## src/hdl/pbcs_pkg.sv

```systemverilog
// Shared types, widths and request codes for the pairwise box collision scan.
// No dependencies; every other file imports this package.
package pbcs_pkg;

   localparam int SLOTS_DEF = 8;
   localparam int KINDS_DEF = 8;

   localparam int REQ_CODE_W   = 2;
   localparam int SLOT_FIELD_W = 3;
   localparam int COORD_W      = 16;
   localparam int SIZE_W       = 12;
   localparam int KIND_W       = 3;
   localparam int ENABLE_W     = 64;

   localparam logic [REQ_CODE_W-1:0] REQ_WRITE  = 2'd0;
   localparam logic [REQ_CODE_W-1:0] REQ_REMOVE = 2'd1;
   localparam logic [REQ_CODE_W-1:0] REQ_TICK   = 2'd2;

   typedef struct packed {
      logic signed [COORD_W-1:0] box_x;
      logic signed [COORD_W-1:0] box_y;
      logic [SIZE_W-1:0]         box_w;
      logic [SIZE_W-1:0]         box_h;
      logic [KIND_W-1:0]         kind;
   } slot_rec_type;

   typedef struct packed {
      logic enabled;
      logic overlap;
   } pair_result_type;

endpackage

```

## src/hdl/pbcs_if.sv

```systemverilog
// Valid/ready channel interfaces for request, response and register-write beats.
// Depends on pbcs_pkg for field widths.
interface pbcs_req_if import pbcs_pkg::*; ();
   logic                      valid;
   logic                      ready;
   logic [REQ_CODE_W-1:0]     req_type;
   logic [SLOT_FIELD_W-1:0]   slot;
   logic signed [COORD_W-1:0] box_x;
   logic signed [COORD_W-1:0] box_y;
   logic [SIZE_W-1:0]         box_w;
   logic [SIZE_W-1:0]         box_h;
   logic [KIND_W-1:0]         collider_type;

   modport source (output valid, req_type, slot, box_x, box_y, box_w, box_h, collider_type,
                   input ready);
   modport sink (input valid, req_type, slot, box_x, box_y, box_w, box_h, collider_type,
                 output ready);
endinterface

interface pbcs_rsp_if import pbcs_pkg::*; ();
   logic                    valid;
   logic                    ready;
   logic [SLOT_FIELD_W-1:0] first_slot;
   logic [SLOT_FIELD_W-1:0] second_slot;
   logic                    contact_kind;
   logic                    last_event;

   modport source (output valid, first_slot, second_slot, contact_kind, last_event,
                   input ready);
   modport sink (input valid, first_slot, second_slot, contact_kind, last_event,
                 output ready);
endinterface

interface pbcs_csr_if import pbcs_pkg::*; ();
   logic                valid;
   logic                ready;
   logic [ENABLE_W-1:0] data;

   modport source (output valid, data, input ready);
   modport sink (input valid, data, output ready);
endinterface

```

## src/hdl/pbcs_slot_table.sv

```systemverilog
// Collider slot table: box and type memory with two registered read ports,
// plus per-slot valid flags. Depends on pbcs_pkg.
module pbcs_slot_table import pbcs_pkg::*; #(
   parameter int SLOTS = SLOTS_DEF
) (
   input  logic                     clock,
   input  logic                     reset,
   input  logic                     wr_en,
   input  logic                     clr_en,
   input  logic [$clog2(SLOTS)-1:0] wr_slot,
   input  slot_rec_type             wr_data,
   input  logic                     rd_en,
   input  logic [$clog2(SLOTS)-1:0] rd_slot_a,
   input  logic [$clog2(SLOTS)-1:0] rd_slot_b,
   output slot_rec_type             rd_rec_a,
   output slot_rec_type             rd_rec_b,
   output logic                     rd_valid_a,
   output logic                     rd_valid_b
);

   slot_rec_type       slot_mem_ff [SLOTS];
   logic [SLOTS-1:0]   valid_ff;
   logic [SLOTS-1:0]   valid_in;
   slot_rec_type       rd_rec_a_ff;
   slot_rec_type       rd_rec_b_ff;
   logic               rd_valid_a_ff;
   logic               rd_valid_b_ff;

   always_comb begin
      valid_in = valid_ff;
      if (wr_en) begin
         valid_in[wr_slot] = 1'b1;
      end else if (clr_en) begin
         valid_in[wr_slot] = 1'b0;
      end
   end

   always_ff @(posedge clock) begin
      if (reset) begin
         valid_ff <= '0;
      end else begin
         valid_ff <= valid_in;
      end
   end

   always_ff @(posedge clock) begin
      if (wr_en) begin
         slot_mem_ff[wr_slot] <= wr_data;
      end
      if (rd_en) begin
         rd_rec_a_ff   <= slot_mem_ff[rd_slot_a];
         rd_rec_b_ff   <= slot_mem_ff[rd_slot_b];
         rd_valid_a_ff <= valid_ff[rd_slot_a];
         rd_valid_b_ff <= valid_ff[rd_slot_b];
      end
   end

   assign rd_rec_a   = rd_rec_a_ff;
   assign rd_rec_b   = rd_rec_b_ff;
   assign rd_valid_a = rd_valid_a_ff;
   assign rd_valid_b = rd_valid_b_ff;

endmodule

```

## src/hdl/pbcs_pair_check.sv

```systemverilog
// Shared pair unit: type-matrix enable lookup and axis-aligned overlap compare
// for one slot pair per cycle. Depends on pbcs_pkg.
module pbcs_pair_check import pbcs_pkg::*; #(
   parameter int KINDS = KINDS_DEF
) (
   input  slot_rec_type        rec_a,
   input  slot_rec_type        rec_b,
   input  logic [ENABLE_W-1:0] enable_mask,
   output pair_result_type     result
);

   localparam int EXT_W = COORD_W + 2;
   localparam int BIT_W = 2 * KIND_W + 1;

   logic signed [EXT_W-1:0] ax;
   logic signed [EXT_W-1:0] ay;
   logic signed [EXT_W-1:0] bx;
   logic signed [EXT_W-1:0] by;
   logic signed [EXT_W-1:0] ax_end;
   logic signed [EXT_W-1:0] ay_end;
   logic signed [EXT_W-1:0] bx_end;
   logic signed [EXT_W-1:0] by_end;
   logic                    nonempty;
   logic [BIT_W-1:0]        bit_idx;
   logic                    kinds_ok;

   always_comb begin
      ax = EXT_W'(rec_a.box_x);
      ay = EXT_W'(rec_a.box_y);
      bx = EXT_W'(rec_b.box_x);
      by = EXT_W'(rec_b.box_y);
      ax_end = ax + $signed({{(EXT_W - SIZE_W){1'b0}}, rec_a.box_w});
      ay_end = ay + $signed({{(EXT_W - SIZE_W){1'b0}}, rec_a.box_h});
      bx_end = bx + $signed({{(EXT_W - SIZE_W){1'b0}}, rec_b.box_w});
      by_end = by + $signed({{(EXT_W - SIZE_W){1'b0}}, rec_b.box_h});
      nonempty = (rec_a.box_w != '0) && (rec_a.box_h != '0) &&
                 (rec_b.box_w != '0) && (rec_b.box_h != '0);
      result.overlap = nonempty && (ax < bx_end) && (bx < ax_end) &&
                       (ay < by_end) && (by < ay_end);

      kinds_ok = (32'(rec_a.kind) < KINDS) && (32'(rec_b.kind) < KINDS);
      bit_idx  = BIT_W'(rec_a.kind) * BIT_W'(KINDS) + BIT_W'(rec_b.kind);
      result.enabled = kinds_ok && (bit_idx < BIT_W'(ENABLE_W)) &&
                       enable_mask[bit_idx[$clog2(ENABLE_W)-1:0]];
   end

endmodule

```

## src/hdl/pairwise_box_collision_scan.sv

```systemverilog
// Pairwise box collision scan, top level. A tick walks SLOTS*(SLOTS-1)/2 slot pairs
// through one shared compare unit, one pair per cycle, then returns to idle; a stalled
// result channel holds the walk. Requests are refused during a tick.
// Reset clears the enable matrix, slot valid flags and all pair contact state.
// Depends on pbcs_pkg, pbcs_if, pbcs_slot_table and pbcs_pair_check.
module pairwise_box_collision_scan import pbcs_pkg::*; #(
   parameter int SLOTS = SLOTS_DEF,
   parameter int KINDS = KINDS_DEF
) (
   input  logic       clock,
   input  logic       reset,
   pbcs_csr_if.sink   csr_ch,
   pbcs_req_if.sink   req_ch,
   pbcs_rsp_if.source rsp_ch
);

   localparam int SLOT_W = $clog2(SLOTS);
   localparam int PAIRS  = SLOTS * SLOTS;
   localparam int PAIR_W = $clog2(PAIRS);

   localparam logic [1:0] ST_IDLE  = 2'd0;
   localparam logic [1:0] ST_SCAN  = 2'd1;
   localparam logic [1:0] ST_FLUSH = 2'd2;

   logic [1:0]              state_ff, state_in;
   logic [SLOT_W-1:0]       fi_ff, fi_in;
   logic [SLOT_W-1:0]       fj_ff, fj_in;
   logic                    fetch_more_ff, fetch_more_in;
   logic                    e_valid_ff, e_valid_in;
   logic [SLOT_W-1:0]       e_i_ff, e_i_in;
   logic [SLOT_W-1:0]       e_j_ff, e_j_in;
   logic                    pend_valid_ff, pend_valid_in;
   logic [SLOT_W-1:0]       pend_i_ff, pend_i_in;
   logic [SLOT_W-1:0]       pend_j_ff, pend_j_in;
   logic                    pend_kind_ff, pend_kind_in;
   logic                    out_valid_ff, out_valid_in;
   logic [SLOT_FIELD_W-1:0] out_first_ff, out_first_in;
   logic [SLOT_FIELD_W-1:0] out_second_ff, out_second_in;
   logic                    out_kind_ff, out_kind_in;
   logic                    out_last_ff, out_last_in;
   logic [PAIRS-1:0]        touch_ff, touch_in;
   logic [ENABLE_W-1:0]     enable_ff, enable_in;

   logic              req_acc;
   logic              slot_ok;
   logic [SLOT_W-1:0] req_slot;
   logic              tbl_wr;
   logic              tbl_clr;
   logic              tbl_rd;
   slot_rec_type      wr_rec;
   slot_rec_type      rec_a;
   slot_rec_type      rec_b;
   logic              valid_a;
   logic              valid_b;
   pair_result_type   chk;
   logic [PAIR_W-1:0] e_idx;
   logic              out_busy;
   logic              upd;
   logic              hit;
   logic              stall;
   logic              last_pair;
   logic              row_end;

   assign req_ch.ready = (state_ff == ST_IDLE);
   assign csr_ch.ready = 1'b1;
   assign req_acc      = req_ch.valid && req_ch.ready;
   assign slot_ok      = (32'(req_ch.slot) < SLOTS);
   assign req_slot     = SLOT_W'(req_ch.slot);
   assign tbl_wr       = req_acc && (req_ch.req_type == REQ_WRITE) && slot_ok;
   assign tbl_clr      = req_acc && (req_ch.req_type == REQ_REMOVE) && slot_ok;

   assign wr_rec.box_x = req_ch.box_x;
   assign wr_rec.box_y = req_ch.box_y;
   assign wr_rec.box_w = req_ch.box_w;
   assign wr_rec.box_h = req_ch.box_h;
   assign wr_rec.kind  = req_ch.collider_type;

   assign out_busy  = out_valid_ff && !rsp_ch.ready;
   assign e_idx     = PAIR_W'(32'(e_i_ff) * SLOTS + 32'(e_j_ff));
   assign upd       = e_valid_ff && valid_a && valid_b && chk.enabled;
   assign hit       = upd && chk.overlap;
   assign stall     = hit && pend_valid_ff && out_busy;
   assign tbl_rd    = (state_ff == ST_SCAN) && !stall && fetch_more_ff;
   assign row_end   = (fj_ff == SLOT_W'(SLOTS - 1));
   assign last_pair = row_end && (fi_ff == SLOT_W'(SLOTS - 2));

   pbcs_slot_table #(
      .SLOTS(SLOTS)
   ) u_table (
      .clock      (clock),
      .reset      (reset),
      .wr_en      (tbl_wr),
      .clr_en     (tbl_clr),
      .wr_slot    (req_slot),
      .wr_data    (wr_rec),
      .rd_en      (tbl_rd),
      .rd_slot_a  (fi_ff),
      .rd_slot_b  (fj_ff),
      .rd_rec_a   (rec_a),
      .rd_rec_b   (rec_b),
      .rd_valid_a (valid_a),
      .rd_valid_b (valid_b)
   );

   pbcs_pair_check #(
      .KINDS(KINDS)
   ) u_check (
      .rec_a       (rec_a),
      .rec_b       (rec_b),
      .enable_mask (enable_ff),
      .result      (chk)
   );

   always_comb begin
      state_in      = state_ff;
      fi_in         = fi_ff;
      fj_in         = fj_ff;
      fetch_more_in = fetch_more_ff;
      e_valid_in    = e_valid_ff;
      e_i_in        = e_i_ff;
      e_j_in        = e_j_ff;
      pend_valid_in = pend_valid_ff;
      pend_i_in     = pend_i_ff;
      pend_j_in     = pend_j_ff;
      pend_kind_in  = pend_kind_ff;
      out_valid_in  = out_valid_ff;
      out_first_in  = out_first_ff;
      out_second_in = out_second_ff;
      out_kind_in   = out_kind_ff;
      out_last_in   = out_last_ff;
      touch_in      = touch_ff;
      enable_in     = enable_ff;

      if (csr_ch.valid && csr_ch.ready) begin
         enable_in = csr_ch.data;
      end
      if (out_valid_ff && rsp_ch.ready) begin
         out_valid_in = 1'b0;
      end

      case (state_ff)
         ST_IDLE: begin
            if (tbl_wr || tbl_clr) begin
               for (int r = 0; r < SLOTS; r++) begin
                  for (int c = 0; c < SLOTS; c++) begin
                     if (r == int'(req_slot) || c == int'(req_slot)) begin
                        touch_in[r * SLOTS + c] = 1'b0;
                     end
                  end
               end
            end
            if (req_acc && req_ch.req_type == REQ_TICK) begin
               state_in      = ST_SCAN;
               fi_in         = '0;
               fj_in         = SLOT_W'(1);
               fetch_more_in = 1'b1;
            end
         end
         ST_SCAN: begin
            if (!stall) begin
               if (upd) begin
                  touch_in[e_idx] = chk.overlap;
               end
               if (hit) begin
                  if (pend_valid_ff) begin
                     out_valid_in  = 1'b1;
                     out_first_in  = SLOT_FIELD_W'(pend_i_ff);
                     out_second_in = SLOT_FIELD_W'(pend_j_ff);
                     out_kind_in   = pend_kind_ff;
                     out_last_in   = 1'b0;
                  end
                  pend_valid_in = 1'b1;
                  pend_i_in     = e_i_ff;
                  pend_j_in     = e_j_ff;
                  pend_kind_in  = touch_ff[e_idx];
               end
               e_valid_in = fetch_more_ff;
               e_i_in     = fi_ff;
               e_j_in     = fj_ff;
               if (fetch_more_ff) begin
                  if (last_pair) begin
                     fetch_more_in = 1'b0;
                  end else if (row_end) begin
                     fi_in = fi_ff + SLOT_W'(1);
                     fj_in = fi_ff + SLOT_W'(2);
                  end else begin
                     fj_in = fj_ff + SLOT_W'(1);
                  end
               end
               if (!fetch_more_ff && !e_valid_ff) begin
                  state_in = ST_FLUSH;
               end
            end
         end
         ST_FLUSH: begin
            if (!pend_valid_ff) begin
               state_in = ST_IDLE;
            end else if (!out_busy) begin
               out_valid_in  = 1'b1;
               out_first_in  = SLOT_FIELD_W'(pend_i_ff);
               out_second_in = SLOT_FIELD_W'(pend_j_ff);
               out_kind_in   = pend_kind_ff;
               out_last_in   = 1'b1;
               pend_valid_in = 1'b0;
               state_in      = ST_IDLE;
            end
         end
         default: begin
            state_in = ST_IDLE;
         end
      endcase
   end

   always_ff @(posedge clock) begin
      if (reset) begin
         state_ff      <= ST_IDLE;
         fetch_more_ff <= 1'b0;
         e_valid_ff    <= 1'b0;
         pend_valid_ff <= 1'b0;
         out_valid_ff  <= 1'b0;
         touch_ff      <= '0;
         enable_ff     <= '0;
      end else begin
         state_ff      <= state_in;
         fetch_more_ff <= fetch_more_in;
         e_valid_ff    <= e_valid_in;
         pend_valid_ff <= pend_valid_in;
         out_valid_ff  <= out_valid_in;
         touch_ff      <= touch_in;
         enable_ff     <= enable_in;
      end
   end

   always_ff @(posedge clock) begin
      fi_ff         <= fi_in;
      fj_ff         <= fj_in;
      e_i_ff        <= e_i_in;
      e_j_ff        <= e_j_in;
      pend_i_ff     <= pend_i_in;
      pend_j_ff     <= pend_j_in;
      pend_kind_ff  <= pend_kind_in;
      out_first_ff  <= out_first_in;
      out_second_ff <= out_second_in;
      out_kind_ff   <= out_kind_in;
      out_last_ff   <= out_last_in;
   end

   assign rsp_ch.valid        = out_valid_ff;
   assign rsp_ch.first_slot   = out_first_ff;
   assign rsp_ch.second_slot  = out_second_ff;
   assign rsp_ch.contact_kind = out_kind_ff;
   assign rsp_ch.last_event   = out_last_ff;

endmodule
```

## src/flat_wrapper.sv

```systemverilog
// flat-port wrapper written by rule: the top's interface ports become plain ports
module pairwise_box_collision_scan_flat import pbcs_pkg::*;
#(
   parameter int SLOTS = SLOTS_DEF,
   parameter int KINDS = KINDS_DEF
)
  (clock, reset, csr_ch_valid, csr_ch_data, csr_ch_ready, req_ch_valid, req_ch_req_type, req_ch_slot, req_ch_box_x, req_ch_box_y, req_ch_box_w, req_ch_box_h, req_ch_collider_type, req_ch_ready, rsp_ch_valid, rsp_ch_first_slot, rsp_ch_second_slot, rsp_ch_contact_kind, rsp_ch_last_event, rsp_ch_ready);
  pbcs_csr_if csr_ch_i ();
  pbcs_req_if req_ch_i ();
  pbcs_rsp_if rsp_ch_i ();
  input  logic clock;
  input  logic reset;
  input wire logic [$bits(csr_ch_i.valid)-1:0] csr_ch_valid;
  input wire logic [$bits(csr_ch_i.data)-1:0] csr_ch_data;
  output wire logic [$bits(csr_ch_i.ready)-1:0] csr_ch_ready;
  input wire logic [$bits(req_ch_i.valid)-1:0] req_ch_valid;
  input wire logic [$bits(req_ch_i.req_type)-1:0] req_ch_req_type;
  input wire logic [$bits(req_ch_i.slot)-1:0] req_ch_slot;
  input wire logic [$bits(req_ch_i.box_x)-1:0] req_ch_box_x;
  input wire logic [$bits(req_ch_i.box_y)-1:0] req_ch_box_y;
  input wire logic [$bits(req_ch_i.box_w)-1:0] req_ch_box_w;
  input wire logic [$bits(req_ch_i.box_h)-1:0] req_ch_box_h;
  input wire logic [$bits(req_ch_i.collider_type)-1:0] req_ch_collider_type;
  output wire logic [$bits(req_ch_i.ready)-1:0] req_ch_ready;
  output wire logic [$bits(rsp_ch_i.valid)-1:0] rsp_ch_valid;
  output wire logic [$bits(rsp_ch_i.first_slot)-1:0] rsp_ch_first_slot;
  output wire logic [$bits(rsp_ch_i.second_slot)-1:0] rsp_ch_second_slot;
  output wire logic [$bits(rsp_ch_i.contact_kind)-1:0] rsp_ch_contact_kind;
  output wire logic [$bits(rsp_ch_i.last_event)-1:0] rsp_ch_last_event;
  input wire logic [$bits(rsp_ch_i.ready)-1:0] rsp_ch_ready;
  assign csr_ch_i.valid = csr_ch_valid;
  assign csr_ch_i.data = csr_ch_data;
  assign csr_ch_ready = csr_ch_i.ready;
  assign req_ch_i.valid = req_ch_valid;
  assign req_ch_i.req_type = req_ch_req_type;
  assign req_ch_i.slot = req_ch_slot;
  assign req_ch_i.box_x = req_ch_box_x;
  assign req_ch_i.box_y = req_ch_box_y;
  assign req_ch_i.box_w = req_ch_box_w;
  assign req_ch_i.box_h = req_ch_box_h;
  assign req_ch_i.collider_type = req_ch_collider_type;
  assign req_ch_ready = req_ch_i.ready;
  assign rsp_ch_valid = rsp_ch_i.valid;
  assign rsp_ch_first_slot = rsp_ch_i.first_slot;
  assign rsp_ch_second_slot = rsp_ch_i.second_slot;
  assign rsp_ch_contact_kind = rsp_ch_i.contact_kind;
  assign rsp_ch_last_event = rsp_ch_i.last_event;
  assign rsp_ch_i.ready = rsp_ch_ready;
  pairwise_box_collision_scan #(.SLOTS(SLOTS), .KINDS(KINDS)) u_core (.clock(clock), .reset(reset), .csr_ch(csr_ch_i), .req_ch(req_ch_i), .rsp_ch(rsp_ch_i));
endmodule
```

## config.mk

```make
export PLATFORM = sky130hd
export DESIGN_NAME = pairwise_box_collision_scan_flat
export DESIGN_NICKNAME = d
export VERILOG_FILES = /design/src/hdl/pbcs_pkg.sv /design/src/hdl/pbcs_if.sv /design/src/hdl/pbcs_slot_table.sv /design/src/hdl/pbcs_pair_check.sv /design/src/hdl/pairwise_box_collision_scan.sv /design/src/flat_wrapper.sv
export SDC_FILE = /design/constraint.sdc
export NUM_CORES = 1
export LEC_CHECK = 0
export BUFFER_PORTS_ARGS = -buffer_cell sky130_fd_sc_hd__buf_2
export CAP_MARGIN = 15
export CORE_UTILIZATION = 40
export CTS_BUF_LIST = sky130_fd_sc_hd__clkbuf_2
export DETAILED_ROUTE_END_ITERATION = 10
export PLACE_DENSITY = 0.53
export SLEW_MARGIN = 10
export SYNTH_ARGS = -nofsm -noshare
export SYNTH_HDL_FRONTEND = slang
export SYNTH_SLANG_ARGS = --single-unit
export TNS_END_PERCENT = 1
```

## constraint.sdc

```tcl
create_clock -name clock -period 8.8 [get_ports clock]
set_input_delay 0.44 -clock clock [delete_from_list [all_inputs] [get_ports clock]]
set_output_delay 0.44 -clock clock [all_outputs]
set_load 0.01 [all_outputs]
```

==> impl_metrics.py, run 1 <==
metrics = {
    "outcome": {
        "status": "complete, no violations",
    },
    "sta": {
        "relSlewSlack_pct": 24.1,
        "layout_worst_path_cycle_share_pct": 77.6,
        "slew_violations": 0,
        "fmax_mhz": 146,
        "worst_pin_slew_ns": 1.13,
        "finalSetupViolations": 0,
        "final_hold_viol_count": 0,
        "fin_crit_ns": 6.83,
        "setup_slack_ns": 1.97,
        "fin_skew_ns": 0.121,
        "rsz0062_at_grt": "false",
        "fin_setup_tns_ns": 0,
    },
    "worst_setup_path": {
        "regToRegStartpoint": "u_core.u_table.rd_rec_a[3]",
        "crit_fanout": 71,
        "startpoint_type": "register",
        "required_ns": 9.77,
        "cp.arrival_ns": 7.80,
        "reg2regPathDepth": 23,
        "critPathKind": "reg -> reg",
        "r2r-end": "u_core.u_table.rd_rec_a[45]",
        "timing.reg2reg.setup_slack_ns": 1.97,
        "worst_setup_path_end_kind": "register",
    },
    "yosys": {
        "yosysWarnings": 0,
        "synthArstFlopShare_pct": 0,
        "syn-num-nets": 2685,
        "seq_area_frac_synth_pct": 58.0,
        "netlist_area_um2": 36900,
        "ys_types": 76,
        "syn-instance-count": 2429,
        "avgSynthCellArea_um2": 15.2,
        "synth_edf_count": 619,
        "ys.flop_type": "edfxtp_1",
        "ys_ff_latch": 761,
    },
    "global_route": {
        "grt-ovfl-total": 0,
        "grt_start_max_net_pins": 126,
        "grt_pass1_vias": 26100,
        "grt_util_all_layers_pct": 21.9,
        "antenna_found_initial": 6,
        "grt_pass1_wl_mm": 155,
    },
    "detailed_routing": {
        "finalWirelength_mm": 101,
        "vias_per_cell": 5.57,
        "drc": 0,
        "dr_total_vias": 24400,
        "ant_nets": 0,
        "drt-pass1-iter-count": 5,
        "wl_per_cell_um": 23.0,
        "drtIter0Drc": 1890,
    },
    "place": {
        "place_ws_ns": 2.12,
        "io_buffers": 142,
        "dpl.hpwl_mm": 58.7,
        "place_congestion": 0.877,
    },
    "flow_run": {
        "maxCapViolations": 0,
    },
    "min_path": {
        "hold_depth": 6,
        "hp-start": "req_ch_slot[1]",
        "hp-class": "in -> reg",
        "holdPathEnd": "u_core.touch_ff[59]",
    },
    "die": {
        "die_width_um": 306,
        "die_h_um": 306,
        "core_area_um2": 91500,
        "boundaryPins": 144,
        "initial_core_util_pct": 40.3,
        "die_area_um2": 93500,
        "core.rowCount": 111,
    },
    "clocking": {
        "cts_sinks": 761,
        "numCtsBuffers": 196,
        "cts_buffer_depth": 3,
        "cts_resized": 0,
        "cts_setup_buffers": 0,
        "cts_htree_levels": 4,
        "clk_latency_ns": 1.44,
        "cts_tree": "done",
        "hold_buffers": 398,
        "cts_root_buf": "clkbuf_2",
        "clk_pin_slew_ns": 0.11,
    },
    "layout": {
        "layout-drive-gt1-share_pct": 27.8,
        "synthToLayoutAreaGrowth_pct": 21.1,
        "fill_cells": 7941,
        "fin_nets": 3313,
    },
    "power_and_ir_drop": {
        "peakVddDrop_uv": 376,
        "p_leak_nw": 16.0,
        "power.density_nw_per_um2": 236,
    },
}
synthesized netlist by cell type (13+ instances only):
master,n,area share (%)
clkbuf_1,94,0.96
dfxtp_1,142,7.7
mux2_2,121,3.7
nand2_1,148,1.5
a22oi_1,22,0.45
nand4_1,21,0.36
inv_1,33,0.34
o311ai_0,16,0.38
a21o_1,23,0.47
o211ai_1,56,1.1
nor3_1,15,0.20
mux4_2,247,15
ha_1,119,4.0
edfxtp_1,619,50
a21oi_1,79,1.1
xor2_1,32,0.76
o21ai_0,99,1.3
nand3_1,38,0.52
buf_1,32,0.33
xnor2_1,26,0.62
a31oi_1,14,0.24
mux2i_1,72,2.0
nor2_1,159,1.6
o31ai_1,13,0.26
placed cells by master, fill, tap and decap left out, drive strengths merged, types with 26 or more instances in the layout:
cell type	n
mux2	121
dfxtp	142
clkbuf	284
nor2	159
buf	172
mux2i	72
ha	119
edfxtp	619
a21oi	79
xnor2	26
inv	38
xor2	32
mux4	259
o211ai	56
dlygate4sd3	398
nand2	148
o21ai	100
clkinv	50
nand3	38
per-stage QoR:
step | instances | hold slack, ns | total power (W) | util, % | cell area, um2
6_report | 4388 | 0.249 | 0.0106 | 48.8 | 44700
5_1_grt | 4388 | 0.106 | 0.0112 | 48.8 | 44700
4_1_cts | 4385 | 0.0116 | 0.0107 | 48.8 | 44700
3_5_place_dp | 3646 | 0.405 | 0.00798 | 42.5 | 38900
3_3_place_gp | 3646 | 0.410 | 0.00796 | 42.5 | 38900
2_1_floorplan | 2429 | 0.400 | 0.00692 | - | 36900
worst max-delay path by stage:
stage | from | to | slack [ns] | cells after the start
4_1_cts | u_core.u_table.rd_rec_a[3] | u_core.u_table.rd_rec_b[45] | 1.99 | 23
6_report | u_core.u_table.rd_rec_a[3] | u_core.u_table.rd_rec_a[45] | 1.97 | 23
5_1_grt | u_core.u_table.rd_rec_a[3] | u_core.u_table.rd_rec_b[45] | 1.61 | 23
2_1_floorplan | u_core.u_table.rd_rec_a[15] | u_core.u_table.rd_rec_a[0] | 1.68 | 21
3_5_place_dp | u_core.u_table.rd_rec_a[3] | u_core.u_table.rd_rec_b[52] | 2.12 | 23
3_3_place_gp | u_core.u_table.rd_rec_a[3] | u_core.u_table.rd_rec_b[24] | 2.30 | 23
area by class of cell:
type	instances	area, um2	share of cell area, %
tap	1186	1480	3.32
sequential	761	21400	47.9
multi-input combinational	1491	14800	33.2
antenna	2	5.00	0.0112
clock inverter	58	424	0.949
timing repair buffer	571	4970	11.1
clock buffer	283	1420	3.17
inverter	36	135	0.302
critical path: stages (launching register included):
cell      delay (ns)
edfxtp_1        0.43
ha_1            0.23
inv_1           0.07
fa_1            0.21
inv_1           0.05
a21oi_1         0.16
o21ai_0         0.14
a21o_1          0.21
a21o_1          0.20
a31o_2          0.28
a41o_1          0.27
o311ai_0        0.40
xor2_1          0.19
ha_1            0.26
a21o_1          0.16
nand2_1         0.06
a31oi_1         0.07
or3_1           0.38
a311oi_1        0.70
nand4_4         0.25
o21ai_0         0.41
inv_1           0.24
and2_4          0.40
buf_4           0.50
routing by layer:
metal  vias to the layer above  wire length (um)  GRT usage, %
li1                      11100                 -             -
met4                         4              2240          7.20
met5                         -                18             0
met3                       185              5680          4.44
met1                     12300             42200          27.5
met2                       771             50900          37.6
state kept, by name, summed over array words and instances, names as in the netlist, 2 cells and up, named ones only:
register and cells:
u_core.e_j_ff 3, u_core.fi_ff 3, u_core.pend_j_ff 3, u_core.e_i_ff 3, u_core.u_table.rd_rec_b 59, u_core.enable_ff 64, u_core.pend_i_ff 3, u_core.state_ff 2
u_core.u_table.rd_rec_a 59, u_core.rsp_ch.first_slot 3, u_core.rsp_ch.second_slot 3, u_core.touch_ff 64, u_core.fj_ff 3, u_core.u_table.slot_mem_ff 472
where the power goes:
group          internal (W)  total, W  switching, W
Combinational       0.00170   0.00371       0.00201
Clock               0.00105   0.00251       0.00146
Sequential          0.00418   0.00433      0.000149
cells by family (layout without fill, tap and decap cells):
| logic type | count (synthesis) | in the layout | synth area share, % |
|---|---|---|---|
| muxes | 452 | 452 | 21.5 |
| and+or+nand+nor | 472 | 472 | 5.97 |
| DFF | 761 | 761 | 58.0 |
| xor gates and xnor gates | 58 | 58 | 1.38 |
| other | 1 | 3 | 0.0102 |
| buffers and inverters | 177 | 948 | 1.95 |
| AOI/OAI and AO/OA | 385 | 385 | 6.86 |
| adders and majority gates | 123 | 123 | 4.25 |
Note: power is estimated with default switching activity, not from simulation.
==> run 2: changes to the inputs <==
- ABC_AREA: default -> 1
- PLACE_DENSITY: 0.53 -> 0.55
- clock period: 8.8 -> 5.6 ns (I/O delays scaled with it)
==> impl_metrics.py, run 2 <==
metrics = {
    "yosys": {
        "synthMuxAreaShare_pct": 0,
        "ys_types": 46,
        "synth_edf_count": 619,
        "yosys.area.top_type": "edfxtp_1",
        "ys_ff_latch": 761,
        "synth_top_family_by_area": "compound AO/OA/AOI/OAI gates",
        "synth_area_leaders": "edfxtp_1, o21ai_0, dfxtp_1",
        "avgSynthCellArea_um2": 9.11,
        "synth_fa_ha_area_share_pct": 4.04,
        "syn-instance-count": 4258,
        "synthArstFlopShare_pct": 0,
        "ys.flop_type": "edfxtp_1",
        "netlist_area_um2": 38800,
        "synth-simple-area-share_pct": 14.8,
        "seq_area_frac_synth_pct": 55.2,
        "yosysWarnings": 0,
        "synth_xor_area_share_pct": 1.20,
        "synth.top_cell.area_share_pct": 47.9,
        "synth-compound-area-share_pct": 18.5,
        "syn-num-nets": 4514,
        "synth_most_common_cell": "o21ai_0",
        "yosys-top-cells-count": "o21ai_0, edfxtp_1, nor2_1",
    },
    "global_route": {
        "grt_util_all_layers_pct": 24.0,
        "grt_start_max_net_pins": 191,
        "antenna_found_initial": 14,
        "grt_pass1_wl_mm": 184,
        "grt_pass1_vias": 32300,
        "grt-ovfl-total": 0,
    },
    "min_path": {
        "hold_depth": 3,
        "hp-class": "in -> reg",
        "holdPathEnd": "u_core.u_table.slot_mem_ff[2][33]",
        "hp-start": "req_ch_box_y[6]",
    },
    "sta": {
        "whs_ns": 0.230,
        "fin_crit_ns": 5.11,
        "finalSetupViolations": 0,
        "relSlewSlack_pct": 23.3,
        "fin_setup_tns_ns": 0,
        "slew_violations": 0,
        "layout_worst_path_cycle_share_pct": 91.3,
        "fmax_mhz": 196,
        "final_hold_viol_count": 0,
        "worst_pin_slew_ns": 1.15,
        "rsz0062_at_grt": "true",
        "fin_skew_ns": 0.115,
    },
    "worst_setup_path": {
        "reg2regPathDepth": 33,
        "crit_fanout": 120,
        "cp.arrival_ns": 6.18,
        "required_ns": 6.66,
        "worst_setup_path_end_kind": "register",
        "r2r-end": "u_core.u_table.rd_rec_a[7]",
        "critPathKind": "reg -> reg",
        "crit_top_cell": "nand2_1",
        "worst-path-buf-inv": 4,
        "worst_path_dominant_cell_family": "simple AND/OR/NAND/NOR gates",
        "startpoint_type": "register",
        "regToRegStartpoint": "u_core.u_table.rd_rec_b[3]",
        "slowest_delay_ns": 0.40,
        "timing.reg2reg.setup_slack_ns": 0.49,
        "slowest_stage": "edfxtp_1",
    },
    "clocking": {
        "cts_buffer_depth": 3,
        "clk_pin_slew_ns": 0.11,
        "clk_latency_ns": 1.52,
        "cts_tree": "done",
        "numCtsBuffers": 200,
        "cts_sinks": 761,
        "cts_root_buf": "clkbuf_2",
        "cts_htree_levels": 4,
    },
    "detailed_routing": {
        "drt-pass1-iter-count": 6,
        "wl_per_cell_um": 19.3,
        "finalWirelength_mm": 119,
        "drtIter0Drc": 2912,
        "ant_nets": 0,
        "drc": 0,
        "vias_per_cell": 5.43,
        "dr_total_vias": 33500,
    },
    "place": {
        "io_buffers": 142,
        "dpl.hpwl_mm": 68.9,
        "place_congestion": 0.900,
        "place_area_um2": 40600,
    },
    "die": {
        "die_area_um2": 98300,
        "die_h_um": 313,
        "die_width_um": 313,
        "initial_core_util_pct": 40.6,
        "core.rowCount": 113,
        "core_area_um2": 95600,
        "boundaryPins": 144,
    },
    "flow_run": {
        "maxCapViolations": 0,
    },
    "layout": {
        "fill_cells": 9032,
        "layout_commonest_cell": "o21ai_0",
        "fin_nets": 5014,
        "final_area_um2": 46200,
        "layout_common_cells": "o21ai_0, edfxtp_1, nor2_1, nand2_1, a21oi_1",
        "top_register": "u_core.u_table.slot_mem_ff",
        "top_regs": "u_core.u_table.slot_mem_ff (472), u_core.enable_ff (64), u_core.touch_ff (64)",
        "synthToLayoutAreaGrowth_pct": 19.1,
        "layout-drive-gt1-share_pct": 11.1,
        "largest_reg_flops": 472,
        "fin_util_pct": 48.4,
    },
    "power_and_ir_drop": {
        "total_power_w": 0.0182,
        "p_leak_nw": 17.5,
        "peakVddDrop_uv": 399,
        "power.density_nw_per_um2": 394,
    },
    "outcome": {
        "status": "complete, no violations",
    },
}
-- run 2: cell count changes after synthesis, sizes merged, moves of 146 or more --
cell and delta:
o21ai +539, nor2 +395, nand2 +379, a21oi +312, inv +299, mux4 -259
nand3 +146
-- run 2: per-stage QoR --
| stage | setup WS [ns] | instances |
|---|---|---|
| after floorplan | 0.00843 | 4258 |
| after global placement | 0.735 | 5434 |
| after detailed placement | 0.650 | 5434 |
| after CTS | 0.457 | 6160 |
| after global routing | -0.0120 | 6177 |
| final | 0.489 | 6177 |
-- run 2: kinds of logic after synthesis --
group	count (synthesis)
flip-flops	761
other	1
AND/OR/NAND/NOR	1386
XOR/XNOR	53
buffers and inverters	616
AO/OA/AOI/OAI	1318
adder cells (fa/ha/maj)	123
-- run 2: what timing repair did --
action / CTS / global route
setup buffers: 0 / 2
endpoints found under the hold margin: 1113 / 0
resized for setup: 0 / 2
endpoints found under the setup margin: 0 / 1
hold buffers: 383 / 0
-- run 2: worst max-delay path by stage --
stage / startpoint / end / slack [ns] / cells past startpoint
after global routing: u_core.u_table.rd_rec_b[27] / u_core.touch_ff[60] / -0.01 / 30
final: u_core.u_table.rd_rec_b[3] / u_core.u_table.rd_rec_a[7] / 0.49 / 33
after detailed placement: u_core.u_table.rd_rec_b[27] / u_core.u_table.rd_rec_b[25] / 0.65 / 33
after CTS: u_core.u_table.rd_rec_b[3] / u_core.touch_ff[60] / 0.46 / 33
after global placement: u_core.u_table.rd_rec_b[3] / u_core.u_table.rd_rec_a[39] / 0.74 / 33
after floorplan: u_core.u_table.rd_rec_b[3] / u_core.u_table.rd_rec_a[0] / 0.008 / 31
-- run 2: routing by layer --
metal / part of all wire, % / GRT usage (%) / routed length (um) / vias up
li1: - / - / - / 16100
met1: 44 / 31.4 / 53000 / 16000
met2: 47 / 39.6 / 56700 / 1105
met5: 0.018 / 0 / 22 / -
met3: 5.3 / 4.09 / 6360 / 267
met4: 2.8 / 9.25 / 3320 / 4
-- run 2: report_power, final --
group	switching, W	leakage [nW]	total, W	internal (W)
registers	0.000217	6.74	0.00688	0.00666
clock network	0.00237	1.32	0.00379	0.00142
logic	0.00525	9.47	0.00753	0.00228
total	0.00784	17.5	0.0182	0.0104
-- run 2: final cells by class --
class,instances,area (um2),area share [%]
Multi-Input combinational cell,2881,15000,32.5
Clock inverter,60,310,0.671
Inverter,336,1270,2.74
Sequential cell,761,21400,46.4
Tap cell,1265,1580,3.42
Clock buffer,283,1420,3.06
Antenna cell,13,32.5,0.0704
Timing Repair Buffer,578,5150,11.1
-- run 2: worst min-delay path: cells and delay by family --
family                 cells  cell delay (ns)
buffers and inverters      3             1.30
